### src/rtl/core/todlp_pkg.sv
`default_nettype none
// ---------------------------------------------------------------------------
// Time-of-day literal parser package
// Shared types, character codes and helper functions for the parser front,
// the result queue and the arithmetic back end.
// ---------------------------------------------------------------------------
package todlp_pkg;

    typedef enum logic [3:0] {
        PH_START,
        PH_LO,
        PH_UP,
        PH_TOD,
        PH_LONG_LO,
        PH_LONG_UP,
        PH_HASH,
        PH_HOUR,
        PH_MIN,
        PH_SEC,
        PH_FRAC,
        PH_ERR
    } todlp_phase_t;

    typedef enum logic [1:0] {
        SUB_INIT,
        SUB_BLANK,
        SUB_SIGN,
        SUB_DIGIT
    } todlp_sub_t;

    typedef enum logic [1:0] {
        BE_IDLE,
        BE_CALC,
        BE_PUSH
    } todlp_back_state_t;

    // One parsed literal, handed from the parser to the arithmetic back end.
    typedef struct packed {
        logic [31:0] hour;
        logic [31:0] minute;
        logic [31:0] second;
        logic [9:0]  millis;
        logic [7:0]  consumed;
        logic        parse_error;
    } todlp_rec_t;

    localparam logic [7:0] CH_NUL   = 8'h00;
    localparam logic [7:0] CH_TAB   = 8'h09;
    localparam logic [7:0] CH_CR    = 8'h0D;
    localparam logic [7:0] CH_SPACE = 8'h20;
    localparam logic [7:0] CH_HASH  = 8'h23;
    localparam logic [7:0] CH_PLUS  = 8'h2B;
    localparam logic [7:0] CH_MINUS = 8'h2D;
    localparam logic [7:0] CH_DOT   = 8'h2E;
    localparam logic [7:0] CH_ZERO  = 8'h30;
    localparam logic [7:0] CH_NINE  = 8'h39;
    localparam logic [7:0] CH_COLON = 8'h3A;
    localparam logic [7:0] CH_UP_A  = 8'h41;
    localparam logic [7:0] CH_UP_Z  = 8'h5A;
    localparam logic [7:0] CH_UNDER = 8'h5F;
    localparam logic [7:0] CH_L_UP  = 8'h4C;
    localparam logic [7:0] CH_L_LO  = 8'h6C;
    localparam logic [7:0] CH_T_UP  = 8'h54;
    localparam logic [7:0] CH_T_LO  = 8'h74;
    localparam logic [7:0] CH_I_UP  = 8'h49;
    localparam logic [7:0] CH_I_LO  = 8'h69;
    localparam logic [7:0] CH_O_LO  = 8'h6F;
    localparam logic [7:0] CH_D_LO  = 8'h64;
    localparam logic [7:0] CASE_OFFSET = 8'h20;

    localparam logic [3:0] LONG_PREFIX_LEN = 4'd12;

    localparam logic [63:0] MUL_SIXTY    = 64'd60;
    localparam logic [63:0] MUL_THOUSAND = 64'd1000;

    localparam int QUEUE_DEPTH = 2;
    localparam int CALC_STEPS  = 5;

    function automatic logic is_digit(input logic [7:0] c);
        return (c >= CH_ZERO) && (c <= CH_NINE);
    endfunction

    function automatic logic is_blank(input logic [7:0] c);
        return (c == CH_SPACE) || ((c >= CH_TAB) && (c <= CH_CR));
    endfunction

    function automatic logic [7:0] to_lower(input logic [7:0] c);
        return ((c >= CH_UP_A) && (c <= CH_UP_Z)) ? c + CASE_OFFSET : c;
    endfunction

    // Characters of the long prefix in lower case, shifted to upper case on request.
    function automatic logic [7:0] long_prefix_char(input logic upper, input logic [3:0] idx);
        logic [7:0] ch;
        case (idx)
            4'd0:    ch = 8'h6C;
            4'd1:    ch = 8'h74;
            4'd2:    ch = 8'h69;
            4'd3:    ch = 8'h6D;
            4'd4:    ch = 8'h65;
            4'd5:    ch = CH_UNDER;
            4'd6:    ch = 8'h6F;
            4'd7:    ch = 8'h66;
            4'd8:    ch = CH_UNDER;
            4'd9:    ch = 8'h64;
            4'd10:   ch = 8'h61;
            4'd11:   ch = 8'h79;
            default: ch = CH_NUL;
        endcase
        if (upper && (ch != CH_UNDER) && (ch != CH_NUL)) begin
            ch = ch - CASE_OFFSET;
        end
        return ch;
    endfunction

endpackage
`default_nettype wire

### src/rtl/core/todlp_front.sv
`default_nettype none
// ---------------------------------------------------------------------------
// Time-of-day literal parser front
// Takes one character per cycle while the result queue has room, tracks prefix and
// field parsing, and on the terminator pushes the parsed fields into the queue.
// ---------------------------------------------------------------------------
module todlp_front
    import todlp_pkg::*;
#(
    parameter int MAX_LENGTH = 255
) (
    input  logic        aclk,
    input  logic        aresetn,
    input  logic        s_valid,
    output logic        s_ready,
    input  logic [7:0]  s_char_code,
    output logic        push,
    output todlp_rec_t  push_rec,
    input  logic        q_full
);

    localparam int PW = $clog2(MAX_LENGTH + 1);
    localparam int CW = (PW > 8) ? PW : 8;

    todlp_phase_t phase_reg, phase_next;
    todlp_sub_t   sub_reg, sub_next;
    logic [3:0]   pp_reg, pp_next;
    logic [31:0]  hour_reg, hour_next;
    logic [31:0]  min_reg, min_next;
    logic [31:0]  sec_reg, sec_next;
    logic [9:0]   frac_reg, frac_next;
    logic [1:0]   fdig_reg, fdig_next;
    logic [PW-1:0] pos_reg, pos_inc;
    logic [PW-1:0] stop_reg, stop_next;
    logic         stopped_reg, stopped_next;

    logic         accept;
    logic         term;
    logic [7:0]   c;
    logic [7:0]   c_low;
    logic         fld_active;
    todlp_phase_t fphase;
    todlp_sub_t   fsub;
    logic [31:0]  fval;
    logic [35:0]  facc;
    logic [31:0]  fsat;
    logic         real_end;
    logic         sign_ok;
    logic         ok;
    logic [CW-1:0] stop_wide;

    assign s_ready = !q_full;
    assign accept  = s_valid && s_ready;
    assign c       = s_char_code;
    assign c_low   = to_lower(c);
    assign term    = (c == CH_NUL);
    assign pos_inc = (pos_reg < PW'(MAX_LENGTH)) ? pos_reg + 1'b1 : PW'(MAX_LENGTH);

    // Next-state logic for one character.
    always_comb begin
        phase_next   = phase_reg;
        sub_next     = sub_reg;
        pp_next      = pp_reg;
        hour_next    = hour_reg;
        min_next     = min_reg;
        sec_next     = sec_reg;
        frac_next    = frac_reg;
        fdig_next    = fdig_reg;
        stop_next    = stop_reg;
        stopped_next = stopped_reg;
        fld_active   = 1'b0;
        fphase       = phase_reg;
        fsub         = sub_reg;
        fval         = sec_reg;
        facc         = '0;
        fsat         = '0;
        real_end     = 1'b0;
        sign_ok      = 1'b0;

        if (!stopped_reg && (phase_reg != PH_ERR)) begin
            case (phase_reg)
                PH_START: begin
                    if (c == CH_L_LO) begin
                        phase_next = PH_LO;
                        pp_next    = 4'd1;
                    end else if (c == CH_L_UP) begin
                        phase_next = PH_UP;
                        pp_next    = 4'd1;
                    end else begin
                        // No prefix: this character already belongs to the hour field.
                        fld_active = 1'b1;
                        fphase     = PH_HOUR;
                        fsub       = SUB_INIT;
                        stop_next  = pos_reg;
                    end
                end
                PH_LO, PH_UP: begin
                    if (pp_reg == 4'd1) begin
                        if (c == ((phase_reg == PH_LO) ? CH_T_LO : CH_T_UP)) begin
                            pp_next = 4'd2;
                        end else if (c_low == CH_T_LO) begin
                            phase_next = PH_TOD;
                            pp_next    = 4'd2;
                        end else begin
                            phase_next = PH_ERR;
                        end
                    end else begin
                        if (c_low == CH_O_LO) begin
                            phase_next = PH_TOD;
                            pp_next    = 4'd3;
                        end else if (c == ((phase_reg == PH_LO) ? CH_I_LO : CH_I_UP)) begin
                            phase_next = (phase_reg == PH_LO) ? PH_LONG_LO : PH_LONG_UP;
                            pp_next    = 4'd3;
                        end else begin
                            phase_next = PH_ERR;
                        end
                    end
                end
                PH_TOD: begin
                    if ((pp_reg == 4'd2) && (c_low == CH_O_LO)) begin
                        pp_next = 4'd3;
                    end else if ((pp_reg == 4'd3) && (c_low == CH_D_LO)) begin
                        phase_next = PH_HASH;
                    end else begin
                        phase_next = PH_ERR;
                    end
                end
                PH_LONG_LO, PH_LONG_UP: begin
                    if ((pp_reg < LONG_PREFIX_LEN) &&
                        (c == long_prefix_char(phase_reg == PH_LONG_UP, pp_reg))) begin
                        pp_next = pp_reg + 4'd1;
                        if (pp_reg == LONG_PREFIX_LEN - 4'd1) begin
                            phase_next = PH_HASH;
                        end
                    end else begin
                        phase_next = PH_ERR;
                    end
                end
                PH_HASH: begin
                    if (c == CH_HASH) begin
                        phase_next = PH_HOUR;
                        sub_next   = SUB_INIT;
                        stop_next  = pos_inc;
                    end else begin
                        phase_next = PH_ERR;
                    end
                end
                PH_HOUR, PH_MIN, PH_SEC: begin
                    fld_active = 1'b1;
                end
                PH_FRAC: begin
                    if (is_digit(c)) begin
                        if (fdig_reg < 2'd3) begin
                            frac_next = 10'(frac_reg * 10'd10) + 10'(c[3:0]);
                            fdig_next = fdig_reg + 2'd1;
                        end
                        stop_next = pos_inc;
                    end else begin
                        stopped_next = 1'b1;
                    end
                end
                default: begin
                    phase_next = PH_ERR;
                end
            endcase

            if (fld_active) begin
                phase_next = fphase;
                sub_next   = fsub;
                case (fphase)
                    PH_HOUR: fval = hour_reg;
                    PH_MIN:  fval = min_reg;
                    default: fval = sec_reg;
                endcase
                facc    = 36'({fval, 3'b000}) + 36'({fval, 1'b0}) + 36'(c[3:0]);
                fsat    = (facc[35:32] != 4'd0) ? 32'hFFFF_FFFF : facc[31:0];
                sign_ok = (fsub == SUB_INIT) || (fsub == SUB_BLANK);
                if (is_digit(c)) begin
                    case (fphase)
                        PH_HOUR: hour_next = fsat;
                        PH_MIN:  min_next  = fsat;
                        default: sec_next  = fsat;
                    endcase
                    sub_next  = SUB_DIGIT;
                    stop_next = pos_inc;
                end else if (sign_ok && is_blank(c)) begin
                    sub_next = SUB_BLANK;
                end else if (sign_ok && (c == CH_PLUS)) begin
                    sub_next = SUB_SIGN;
                end else if (sign_ok && (c == CH_MINUS)) begin
                    phase_next = PH_ERR;
                end else begin
                    // The field ends here; blanks or a sign without digits do not count.
                    real_end = (fsub == SUB_INIT) || (fsub == SUB_DIGIT);
                    case (fphase)
                        PH_HOUR: begin
                            if (real_end && (c == CH_COLON)) begin
                                phase_next = PH_MIN;
                                sub_next   = SUB_INIT;
                                stop_next  = pos_inc;
                            end else if (real_end && term && (fsub == SUB_DIGIT)) begin
                                stopped_next = 1'b1;
                            end else begin
                                phase_next = PH_ERR;
                            end
                        end
                        PH_MIN: begin
                            if (real_end && (c == CH_COLON)) begin
                                phase_next = PH_SEC;
                                sub_next   = SUB_INIT;
                                stop_next  = pos_inc;
                            end else begin
                                stopped_next = 1'b1;
                            end
                        end
                        default: begin
                            if (real_end && (c == CH_DOT)) begin
                                phase_next = PH_FRAC;
                                stop_next  = pos_inc;
                            end else begin
                                stopped_next = 1'b1;
                            end
                        end
                    endcase
                end
            end
        end
    end

    // Result record, built from the state after the terminator.
    always_comb begin
        ok        = stopped_next && (phase_next != PH_ERR);
        push      = accept && term;
        stop_wide = CW'(stop_next);
        push_rec  = '0;
        if (ok) begin
            push_rec.hour   = hour_next;
            push_rec.minute = min_next;
            push_rec.second = sec_next;
            case (fdig_next)
                2'd0:    push_rec.millis = 10'd0;
                2'd1:    push_rec.millis = 10'(frac_next * 10'd100);
                2'd2:    push_rec.millis = 10'(frac_next * 10'd10);
                default: push_rec.millis = frac_next;
            endcase
            push_rec.consumed = (stop_wide > CW'(255)) ? 8'hFF : stop_wide[7:0];
        end else begin
            push_rec.parse_error = 1'b1;
        end
    end

    always_ff @(posedge aclk) begin
        if (!aresetn || (accept && term)) begin
            phase_reg   <= PH_START;
            sub_reg     <= SUB_INIT;
            pp_reg      <= '0;
            hour_reg    <= '0;
            min_reg     <= '0;
            sec_reg     <= '0;
            frac_reg    <= '0;
            fdig_reg    <= '0;
            pos_reg     <= '0;
            stop_reg    <= '0;
            stopped_reg <= 1'b0;
        end else if (accept) begin
            phase_reg   <= phase_next;
            sub_reg     <= sub_next;
            pp_reg      <= pp_next;
            hour_reg    <= hour_next;
            min_reg     <= min_next;
            sec_reg     <= sec_next;
            frac_reg    <= frac_next;
            fdig_reg    <= fdig_next;
            pos_reg     <= pos_inc;
            stop_reg    <= stop_next;
            stopped_reg <= stopped_next;
        end
    end

    // A parse can only stop inside a numeric field, never after an error.
    assert property (@(posedge aclk) disable iff (!aresetn)
        stopped_reg |-> (phase_reg == PH_HOUR) || (phase_reg == PH_MIN) ||
                        (phase_reg == PH_SEC) || (phase_reg == PH_FRAC))
        else $error("parse stopped outside a numeric field");

    // Every terminator restarts the parser for the next string.
    assert property (@(posedge aclk) disable iff (!aresetn)
        (accept && term) |=> (phase_reg == PH_START) && (pos_reg == '0) && !stopped_reg)
        else $error("parser did not restart after terminator");

endmodule
`default_nettype wire

### src/rtl/core/todlp_queue.sv
`default_nettype none
// ---------------------------------------------------------------------------
// Time-of-day literal parser result queue
// Short first-in first-out buffer of parsed records between the parser and
// the arithmetic back end.
// ---------------------------------------------------------------------------
module todlp_queue
    import todlp_pkg::*;
(
    input  logic       aclk,
    input  logic       aresetn,
    input  logic       push,
    input  todlp_rec_t push_rec,
    input  logic       pop,
    output todlp_rec_t head,
    output logic       full,
    output logic       empty
);

    localparam int QIW = (QUEUE_DEPTH > 1) ? $clog2(QUEUE_DEPTH) : 1;
    localparam int QCW = $clog2(QUEUE_DEPTH + 1);

    todlp_rec_t     entry_reg [QUEUE_DEPTH];
    logic [QIW-1:0] wr_ptr_reg, wr_ptr_next;
    logic [QIW-1:0] rd_ptr_reg, rd_ptr_next;
    logic [QCW-1:0] count_reg, count_next;
    logic           do_push;
    logic           do_pop;

    assign full    = (count_reg == QCW'(QUEUE_DEPTH));
    assign empty   = (count_reg == '0);
    assign do_push = push && !full;
    assign do_pop  = pop && !empty;
    assign head    = entry_reg[rd_ptr_reg];

    always_comb begin
        wr_ptr_next = wr_ptr_reg;
        rd_ptr_next = rd_ptr_reg;
        count_next  = count_reg;
        if (do_push) begin
            wr_ptr_next = (wr_ptr_reg == QIW'(QUEUE_DEPTH - 1)) ? '0 : wr_ptr_reg + 1'b1;
        end
        if (do_pop) begin
            rd_ptr_next = (rd_ptr_reg == QIW'(QUEUE_DEPTH - 1)) ? '0 : rd_ptr_reg + 1'b1;
        end
        if (do_push && !do_pop) begin
            count_next = count_reg + 1'b1;
        end else if (do_pop && !do_push) begin
            count_next = count_reg - 1'b1;
        end
    end

    always_ff @(posedge aclk) begin
        if (!aresetn) begin
            wr_ptr_reg <= '0;
            rd_ptr_reg <= '0;
            count_reg  <= '0;
        end else begin
            wr_ptr_reg <= wr_ptr_next;
            rd_ptr_reg <= rd_ptr_next;
            count_reg  <= count_next;
        end
    end

    always_ff @(posedge aclk) begin
        if (do_push) begin
            entry_reg[wr_ptr_reg] <= push_rec;
        end
    end

endmodule
`default_nettype wire

### src/rtl/core/todlp_back.sv
`default_nettype none
// ---------------------------------------------------------------------------
// Time-of-day literal parser back end
// Converts a parsed record to nanoseconds with one shared multiply-add unit
// stepped over several cycles, and holds the result in the output register.
// ---------------------------------------------------------------------------
module todlp_back
    import todlp_pkg::*;
(
    input  logic        aclk,
    input  logic        aresetn,
    input  todlp_rec_t  head,
    input  logic        empty,
    output logic        pop,
    output logic        m_valid,
    input  logic        m_ready,
    output logic [63:0] m_value_ns,
    output logic [7:0]  m_consumed,
    output logic        m_parse_error
);

    localparam logic [2:0] LAST_STEP = 3'(CALC_STEPS - 1);

    todlp_back_state_t state_reg, state_next;
    todlp_rec_t        rec_reg;
    logic [63:0]       acc_reg;
    logic [2:0]        step_reg;
    logic              m_valid_reg;
    logic [63:0]       m_value_ns_reg;
    logic [7:0]        m_consumed_reg;
    logic              m_parse_error_reg;

    logic              out_free;
    logic              load_out;
    logic [63:0]       scaled;
    logic [63:0]       addend;
    logic [63:0]       mac;

    assign out_free = !m_valid_reg || m_ready;

    always_comb begin
        state_next = state_reg;
        case (state_reg)
            BE_IDLE: begin
                if (!empty) begin
                    state_next = BE_CALC;
                end
            end
            BE_CALC: begin
                if (step_reg == LAST_STEP) begin
                    state_next = BE_PUSH;
                end
            end
            BE_PUSH: begin
                if (out_free) begin
                    state_next = BE_IDLE;
                end
            end
            default: begin
                state_next = BE_IDLE;
            end
        endcase
    end

    // Steps: hour*60+min, *60+sec, *1000+ms, *1000, *1000.
    always_comb begin
        pop      = (state_reg == BE_IDLE) && !empty;
        load_out = (state_reg == BE_PUSH) && out_free;
        // One factor is a constant, so each product is a few shifted adds.
        scaled   = (step_reg < 3'd2) ? 64'(acc_reg * MUL_SIXTY) : 64'(acc_reg * MUL_THOUSAND);
        case (step_reg)
            3'd0:    addend = 64'(rec_reg.minute);
            3'd1:    addend = 64'(rec_reg.second);
            3'd2:    addend = 64'(rec_reg.millis);
            default: addend = '0;
        endcase
        mac = scaled + addend;
    end

    always_ff @(posedge aclk) begin
        if (!aresetn) begin
            state_reg   <= BE_IDLE;
            step_reg    <= '0;
            m_valid_reg <= 1'b0;
        end else begin
            state_reg <= state_next;
            if (pop) begin
                step_reg <= '0;
            end else if (state_reg == BE_CALC) begin
                step_reg <= step_reg + 3'd1;
            end
            if (load_out) begin
                m_valid_reg <= 1'b1;
            end else if (m_ready) begin
                m_valid_reg <= 1'b0;
            end
        end
    end

    always_ff @(posedge aclk) begin
        if (pop) begin
            rec_reg <= head;
            acc_reg <= 64'(head.hour);
        end else if (state_reg == BE_CALC) begin
            acc_reg <= mac;
        end
        if (load_out) begin
            m_value_ns_reg    <= acc_reg;
            m_consumed_reg    <= rec_reg.consumed;
            m_parse_error_reg <= rec_reg.parse_error;
        end
    end

    assign m_valid       = m_valid_reg;
    assign m_value_ns    = m_value_ns_reg;
    assign m_consumed    = m_consumed_reg;
    assign m_parse_error = m_parse_error_reg;

    assert property (@(posedge aclk) disable iff (!aresetn)
        (state_reg == BE_CALC) |-> (step_reg <= LAST_STEP))
        else $error("multiply-add step counter ran past the last step");

    // Malformed literals always report zero time and zero length.
    assert property (@(posedge aclk) disable iff (!aresetn)
        (m_valid_reg && m_parse_error_reg) |-> (m_value_ns_reg == '0) && (m_consumed_reg == '0))
        else $error("error result carries a nonzero value");

    // A finished result waits in place while the output register is still occupied.
    assert property (@(posedge aclk) disable iff (!aresetn)
        ((state_reg == BE_PUSH) && m_valid_reg && !m_ready) |=>
            (state_reg == BE_PUSH) && m_valid_reg)
        else $error("result lost while the receiver stalled");

endmodule
`default_nettype wire

### src/rtl/core/time_of_day_literal_parser.sv
`default_nettype none
// ---------------------------------------------------------------------------
// Time-of-day literal parser
// Streams a time-of-day literal one character per transfer on the s_ channel
// (zero byte ends the string) and returns one transfer on the m_ channel per
// string: time in nanoseconds, characters consumed and an error flag.
//
// The parser front takes one character per cycle while the two-entry result
// queue has room. On the terminator the parsed fields enter the queue; the
// back end pops them and runs five multiply-add steps on one shared 64-bit
// unit, then loads the result into the output register behind m_valid. It
// pops the next record only once the last result has gone to that register,
// so short strings arriving back to back fill the queue and s_ready drops
// until the back end catches up.
// A stalled receiver holds the result in the output register; the back end
// then waits with the next result and the queue absorbs further strings.
// Reset (aresetn low, synchronous) empties the queue, drops m_valid and
// returns the parser to the start of a string.
// ---------------------------------------------------------------------------
module time_of_day_literal_parser
    import todlp_pkg::*;
#(
    parameter int MAX_LENGTH = 255
) (
    input  logic        aclk,
    input  logic        aresetn,
    input  logic        s_valid,
    output logic        s_ready,
    input  logic [7:0]  s_char_code,
    output logic        m_valid,
    input  logic        m_ready,
    output logic [63:0] m_value_ns,
    output logic [7:0]  m_consumed,
    output logic        m_parse_error
);

    logic       push;
    todlp_rec_t push_rec;
    logic       q_full;
    logic       q_empty;
    logic       pop;
    todlp_rec_t head;

    todlp_front #(
        .MAX_LENGTH(MAX_LENGTH)
    ) u_front (
        .aclk        (aclk),
        .aresetn     (aresetn),
        .s_valid     (s_valid),
        .s_ready     (s_ready),
        .s_char_code (s_char_code),
        .push        (push),
        .push_rec    (push_rec),
        .q_full      (q_full)
    );

    todlp_queue u_queue (
        .aclk     (aclk),
        .aresetn  (aresetn),
        .push     (push),
        .push_rec (push_rec),
        .pop      (pop),
        .head     (head),
        .full     (q_full),
        .empty    (q_empty)
    );

    todlp_back u_back (
        .aclk          (aclk),
        .aresetn       (aresetn),
        .head          (head),
        .empty         (q_empty),
        .pop           (pop),
        .m_valid       (m_valid),
        .m_ready       (m_ready),
        .m_value_ns    (m_value_ns),
        .m_consumed    (m_consumed),
        .m_parse_error (m_parse_error)
    );

endmodule
`default_nettype wire
### config.mk
export PLATFORM = sky130hd
export DESIGN_NAME = time_of_day_literal_parser
export DESIGN_NICKNAME = d
export VERILOG_FILES = /design/src/rtl/core/todlp_pkg.sv /design/src/rtl/core/todlp_front.sv /design/src/rtl/core/todlp_queue.sv /design/src/rtl/core/todlp_back.sv /design/src/rtl/core/time_of_day_literal_parser.sv
export SDC_FILE = /design/constraint.sdc
export NUM_CORES = 2
export LEC_CHECK = 0
export BUFFER_PORTS_ARGS = -buffer_cell sky130_fd_sc_hd__buf_2
export CAP_MARGIN = 0
export CORE_ASPECT_RATIO = 0.5
export CORE_MARGIN = 5
export CORE_UTILIZATION = 50
export CTS_CLUSTER_SIZE = 40
export DETAILED_ROUTE_END_ITERATION = 10
export GPL_TIMING_DRIVEN = 1
export PLACE_DENSITY = 0.66
export SLEW_MARGIN = 20
export SYNTH_ARGS = -nofsm -noshare
export SYNTH_HDL_FRONTEND = slang
export SYNTH_SLANG_ARGS = --single-unit
### constraint.sdc
create_clock -name aclk -period 14.4 [get_ports aclk]
set_input_delay 0.72 -clock aclk [delete_from_list [all_inputs] [get_ports aclk]]
set_output_delay 0.72 -clock aclk [all_outputs]
set_load 0.01 [all_outputs]
---- Word-level counts from Yosys, hierarchy flattened ----
Memories as Yosys holds them, arrays and structs flattened. A register that Yosys moved wholly into a read port is not among the register bits.
Index checks and enable logic that the tools add are counted.
storage, ports and cells
  logic and storage cells ................. 312
  bits in read-only memories .............. 112
  output and inout bits ................... 75
  memories ................................ 2
  bits of input ports ..................... 12
  memory bits (writable) .................. 230
  register bits after elaboration ......... 365
cells by class
  multiplexer cells ....................... 140
  reduce and logical (&&, ||, !) cells .... 61
  bitwise logic cells ..................... 1
  add/sub/neg operators ................... 14
  $lt $le $gt $ge ......................... 11
  eq/ne operators ......................... 51
  multipliers ............................. 5
memory list
  name               depth  width  rd ports  clocked after Yosys merged registers in  write ports  RTL line           text
  u_queue.entry_reg  2      115    1         1                                        1            todlp_queue.sv:23  todlp_rec_t entry_reg [QUEUE_DEPTH];
  (name not given)   16     7      1         1                                        0            todlp_pkg.sv:94    case (idx)
operator list
  operator                 count
  $mux W32                 17
  $mux W8                  21
  $mux W4                  37
  $mux W114                1
  $pmux W32 S3             1
  $add A64 B32 Y64         1
  $mul A64 B4 Y62 const B  1
  $mul A64 B7 Y61 const B  1
  $mux W64                 1
  $pmux W32 S2             1
  $eq A8 B6 Y1 const B     6
  $mux W2                  22
  $eq A8 B7 Y1 const B     5
  $mux W10                 4
  $add A35 B33 Y36         1
  $add A36 B4 Y36          1
  $pmux W10 S3             1
  $logic_and A1 B1 Y1      25
  $mux W1                  25
  $eq A8 B8 Y1             3
  $pmux W4 S6              1
  $pmux W8 S3              1
  $eq A4 B3 Y1 const B     5
  $eq A4 B4 Y1 const B     5
  56 further kinds         96

---- Depth between registers and ports, before layout ----
  word-level depth ........................ 21
  gate-level depth with buffers ........... 30

---- Hierarchy ----
Synthesis repeated with hierarchy kept, for this count alone.
unflattened totals
  cells, all modules ...................... 4862
  area, all modules ....................... 47013.8 µm²
by module, submodules not included
  module       seq. area each (µm²)  times used  area an instance (µm²)  cells each
  todlp_back   6406.1                1           26021.2                 2817
  todlp_front  2842.7                1           12260.5                 1662
  todlp_queue  7006.7                1           8732.1                  383

---- Worst setup path before layout ----
No wires, ideal clock.
  kind .................................... input -> register
  start ................................... input s_char_code[0]
  end ..................................... memory u_queue.entry_reg[0][0] in the netlist's numbering, enable pin
  data required time ...................... 13808 ps
  buffers on the path ..................... 1
  arrival ................................. 6609 ps
  stages on the path ...................... 5
  path slack .............................. 7199 ps
  cells stage by stage .................... clkbuf_1 -> or4_1 -> nor3_1 -> nand2_1 -> nor2_1
on the way
  cells in the longest elaborated chain, start to end .. 5
RTL lines
  element                        RTL line                          text
  start: declaration             time_of_day_literal_parser.sv:29  input logic [7:0] s_char_code,
  $logic_not A8 Y1               todlp_front.sv:56                 assign term = (c == CH_NUL);
  $logic_and A1 B1 Y1            todlp_front.sv:233                push = accept && term;
  $logic_and A1 B1 Y1            todlp_queue.sv:32                 assign do_push = push && !full;
  $mux W1                        todlp_queue.sv:66                 if (do_push) begin
  $mux W1 (not written as such)  todlp_queue.sv:67                 entry_reg[wr_ptr_reg] <= push_rec;
  end: declaration               todlp_queue.sv:23
Every way passes these cells.

---- Worst setup path in the final report ----
  start ................................... register u_back.acc_reg[5]
  end ..................................... register u_back.acc_reg[63]
on the way
  cells in the longest elaborated chain, start to end .. 3
  elaborated cells between the ends (all ways) .. 4
RTL lines
  element                                                    RTL line           text
  start: declaration                                         todlp_back.sv:26   logic [63:0] acc_reg;
  start signal: assignment                                   todlp_back.sv:103  acc_reg <= 64'(head.hour);
  start signal: assignment                                   todlp_back.sv:105  acc_reg <= mac;
  $mul A64 B4 Y62 / $mul A64 B7 Y61 (equally long branches)  todlp_back.sv:70   scaled = (step_reg < 3'd2) ? 64'(acc_reg * MUL_SIXTY) : 64'(acc_reg * MUL_THOUSAND);
  $mux W64 (*)                                               todlp_back.sv:70
  $add A64 B32 Y64 (*)                                       todlp_back.sv:77   mac = scaled + addend;
Every way passes the cells marked *; elsewhere a longest branch is shown, timed or not.
A chain may end at the register's enable or synchronous reset.

==> results.md <==
- Status: completed
- Area delta synth->final: 7.56%
- Clk buf depth: 3
- Post-route clock skew: 45.3 ps
- Detail Route met2 WL: 57.7 mm
- Hold Fails Final Rpt: 0
- Met3 wire length: 7.34 mm
- Post-synthesis sequential area ratio: 0.355
- Hold buffers post-CTS: 0
- Vias in the first global route: 34900
- First-pass GRT wire length: 204 mm
- Slew HR: 0.237
- M1 WL: 60.7 mm
- First drt pass iteration count: 6
- Number of antenna violations at the first check in global routing: 0
- #FFs+latches synth: 603
- Synth top area cells: edfxtp_1 (27%), fa_1 (13%), ha_1 (9.0%), dfxtp_1 (8.1%), a21oi_1 (4.2%)
- FFs w/ async S/R, synth: 0
- Routed Antenna Nets: 0
- Crit Path Max Fanout: 7
- Final Cycle Share: 0.565
- Worst endpoint required time: 14920 ps
- Largest net degree at the start of global routing: 79
- Worst skew pair latency: 680 ps
- Die Wd: 438 µm
- Setup TNS: 0 ps
- Starting Density: 0.505
- Yosys cell types: 109
- Antenna diode instance count: 0
- Area of the die: 98200 µm²
- Via count: 35200
- CTS tree: done
- Syn nets: 5290
- Via-to-Cell Ratio: 5.99
- Mapped Cells: 4657
- Post-synth top area cell: edfxtp_1
- CP Data Arrival Time: 8660 ps
- Share of post-route cells with drive strength above 1: 0.0833
- Post-route setup slack: 6260 ps
- H-tree Lvls: 2
- Port bufs: 86
- Die Span Y: 224 µm
- EDFF count, synth: 418
- Yosys warns: 0
- Clk slew on worst S/H paths: 70 ps
- CTS root buf: clkbuf_16
- CP Capture Type: register
- Max Used Layer: met4
- Detailed Place HPWL: 96.9 mm
- Slew Limit Fails: 0
- Crit path kind: reg2reg
- Max FFs per register: 230
- RSZ-0062 raised after global routing: false
- Synth cell count leaders: inv_1 (424), edfxtp_1 (418), a21oi_1 (384)
- Final Setup Violations: 0
- DRC viols: 0
- Final net count: 5265
- Cell row count: 78
- Worst setup SP type: register
- Post-CTS Setup Bufs: 0
- Layout fillers: 8026
- Wire per inst: 22.0 µm
- Dpl ws: 6340 ps
- Final wirelength: 129 mm
- Gp weighted congestion: 0.968
- Num ports: 87
- Overflow left after global routing: 0
- Post-synth top flop: edfxtp_1
- Fmax: 123 MHz
- Avg Cell Area, Syn: 9.84 µm²
- Syn Std Cell Area: 45800 µm²
- Max-cap viol count: 0
- Fin crit period: 8140 ps
- Most frequent cell after synthesis: inv_1
- Sink Count: 603
- Worst-margin pin slew: 1130 ps
- Worst hold path type: reg2reg
- GRT Total Usage: 0.261
- Fin util: 0.543
- Starting DRT DRC Count: 3493
- Post-CTS resize count: 0
- Cts bufs inserted: 57
- Core Area: 90800 µm²
- Synth top area share: 0.274
## logic make-up (layout without fill, tap and decap cells)
kind of cell / count (synthesis) / in the layout / share of synthesized area
buffers and inverters: 635 / 659 / 0.0532
and+or+nand+nor: 1137 / 1137 / 0.120
xor gates and xnor gates: 213 / 213 / 0.0409
DFF: 603 / 603 / 0.355
adders and majority gates: 621 / 621 / 0.217
AOI/OAI and AO/OA: 1312 / 1312 / 0.182
muxes: 136 / 136 / 0.0321
## path summary, 6_finish.rpt
| path | start | endpoint | slack (ps) | cells after the start |
|---|---|---|---|---|
| worst max-delay path | u_back.acc_reg[5]$_DFFE_PP_ | u_back.acc_reg[63]$_SDFFE_PP0P_ | 6260 | 27 |
| worst min-delay path | u_back.rec_reg[1]$_DFFE_PP_ | u_back.m_consumed[0]$_DFFE_PP_ | 420 | 0 |
| worst max register to register | u_back.acc_reg[5]$_DFFE_PP_ | u_back.acc_reg[63]$_SDFFE_PP0P_ | 6260 | 27 |
| worst min register to register | u_back.rec_reg[1]$_DFFE_PP_ | u_back.m_consumed[0]$_DFFE_PP_ | 420 | 0 |
## routing by layer
metal,global-route usage,vias up
met2,0.415,1059
li1,-,16600
met5,0,-
met3,0.0351,169
met1,0.380,17400
met4,0.0660,0
## per-stage QoR
step	area [µm²]	hold slack, ps	cells
after floorplan	45800	400	4657
after global placement	47300	403	5771
after detailed placement	47300	405	5771
after CTS	49300	403	5879
after global routing	49300	423	5881
final	49300	424	5881
## cells in the final DEF, fill, tap and decap left out, types with 29 or more instances in the layout
cell and n:
a31oi_1 64, o21ai_0 301, a22o_1 29, a211oi_1 31, inv_1 423, nor2_1 318, mux2_2 87, nand4_1 50
nand2_1 372, fa_1 290, clkbuf_16 58, a22oi_1 53, buf_2 86, xnor2_1 132, nand3_1 56, mux2i_1 49
nor3_1 65, edfxtp_1 418, ha_1 331, nand2b_1 38, o21a_1 128, xor2_1 80, dfxtp_1 184, a21oi_1 383
nor2b_1 40, a21o_1 73, buf_4 36, and3_1 33
## critical path: stages, from the launching register on
cell and delay (ps):
edfxtp_1 440, inv_1 290, fa_1 530, fa_1 500, fa_1 520, fa_1 560, inv_1 40, ha_1 350
a211oi_1 100, o21bai_1 380, o21ai_0 140, and2_1 220, o21ai_0 350, xnor2_1 170, a21oi_1 90, ha_1 420
nand2_1 120, or3_1 350, a21oi_1 230, o21ai_1 160, nand3_1 140, a311o_1 250, nand3_1 260, nor4_4 680
nand4_4 230, nor4_4 220, xnor2_1 150, o21ai_1 70
## area by class of cell
type	instances	area (µm²)	share of cell area
Timing Repair Buffer	124	748	0.0152
Tap cell	1200	1500	0.0305
Sequential cell	603	16300	0.330
Multi-Input combinational cell	3419	27300	0.553
Clock buffer	73	1560	0.0316
Inverter	427	1610	0.0326
Clock inverter	35	379	0.00769
Power is left out: the tool's default activity adds up to more than one toggle a clock period on the data nets, which glitch-free logic cannot reach.
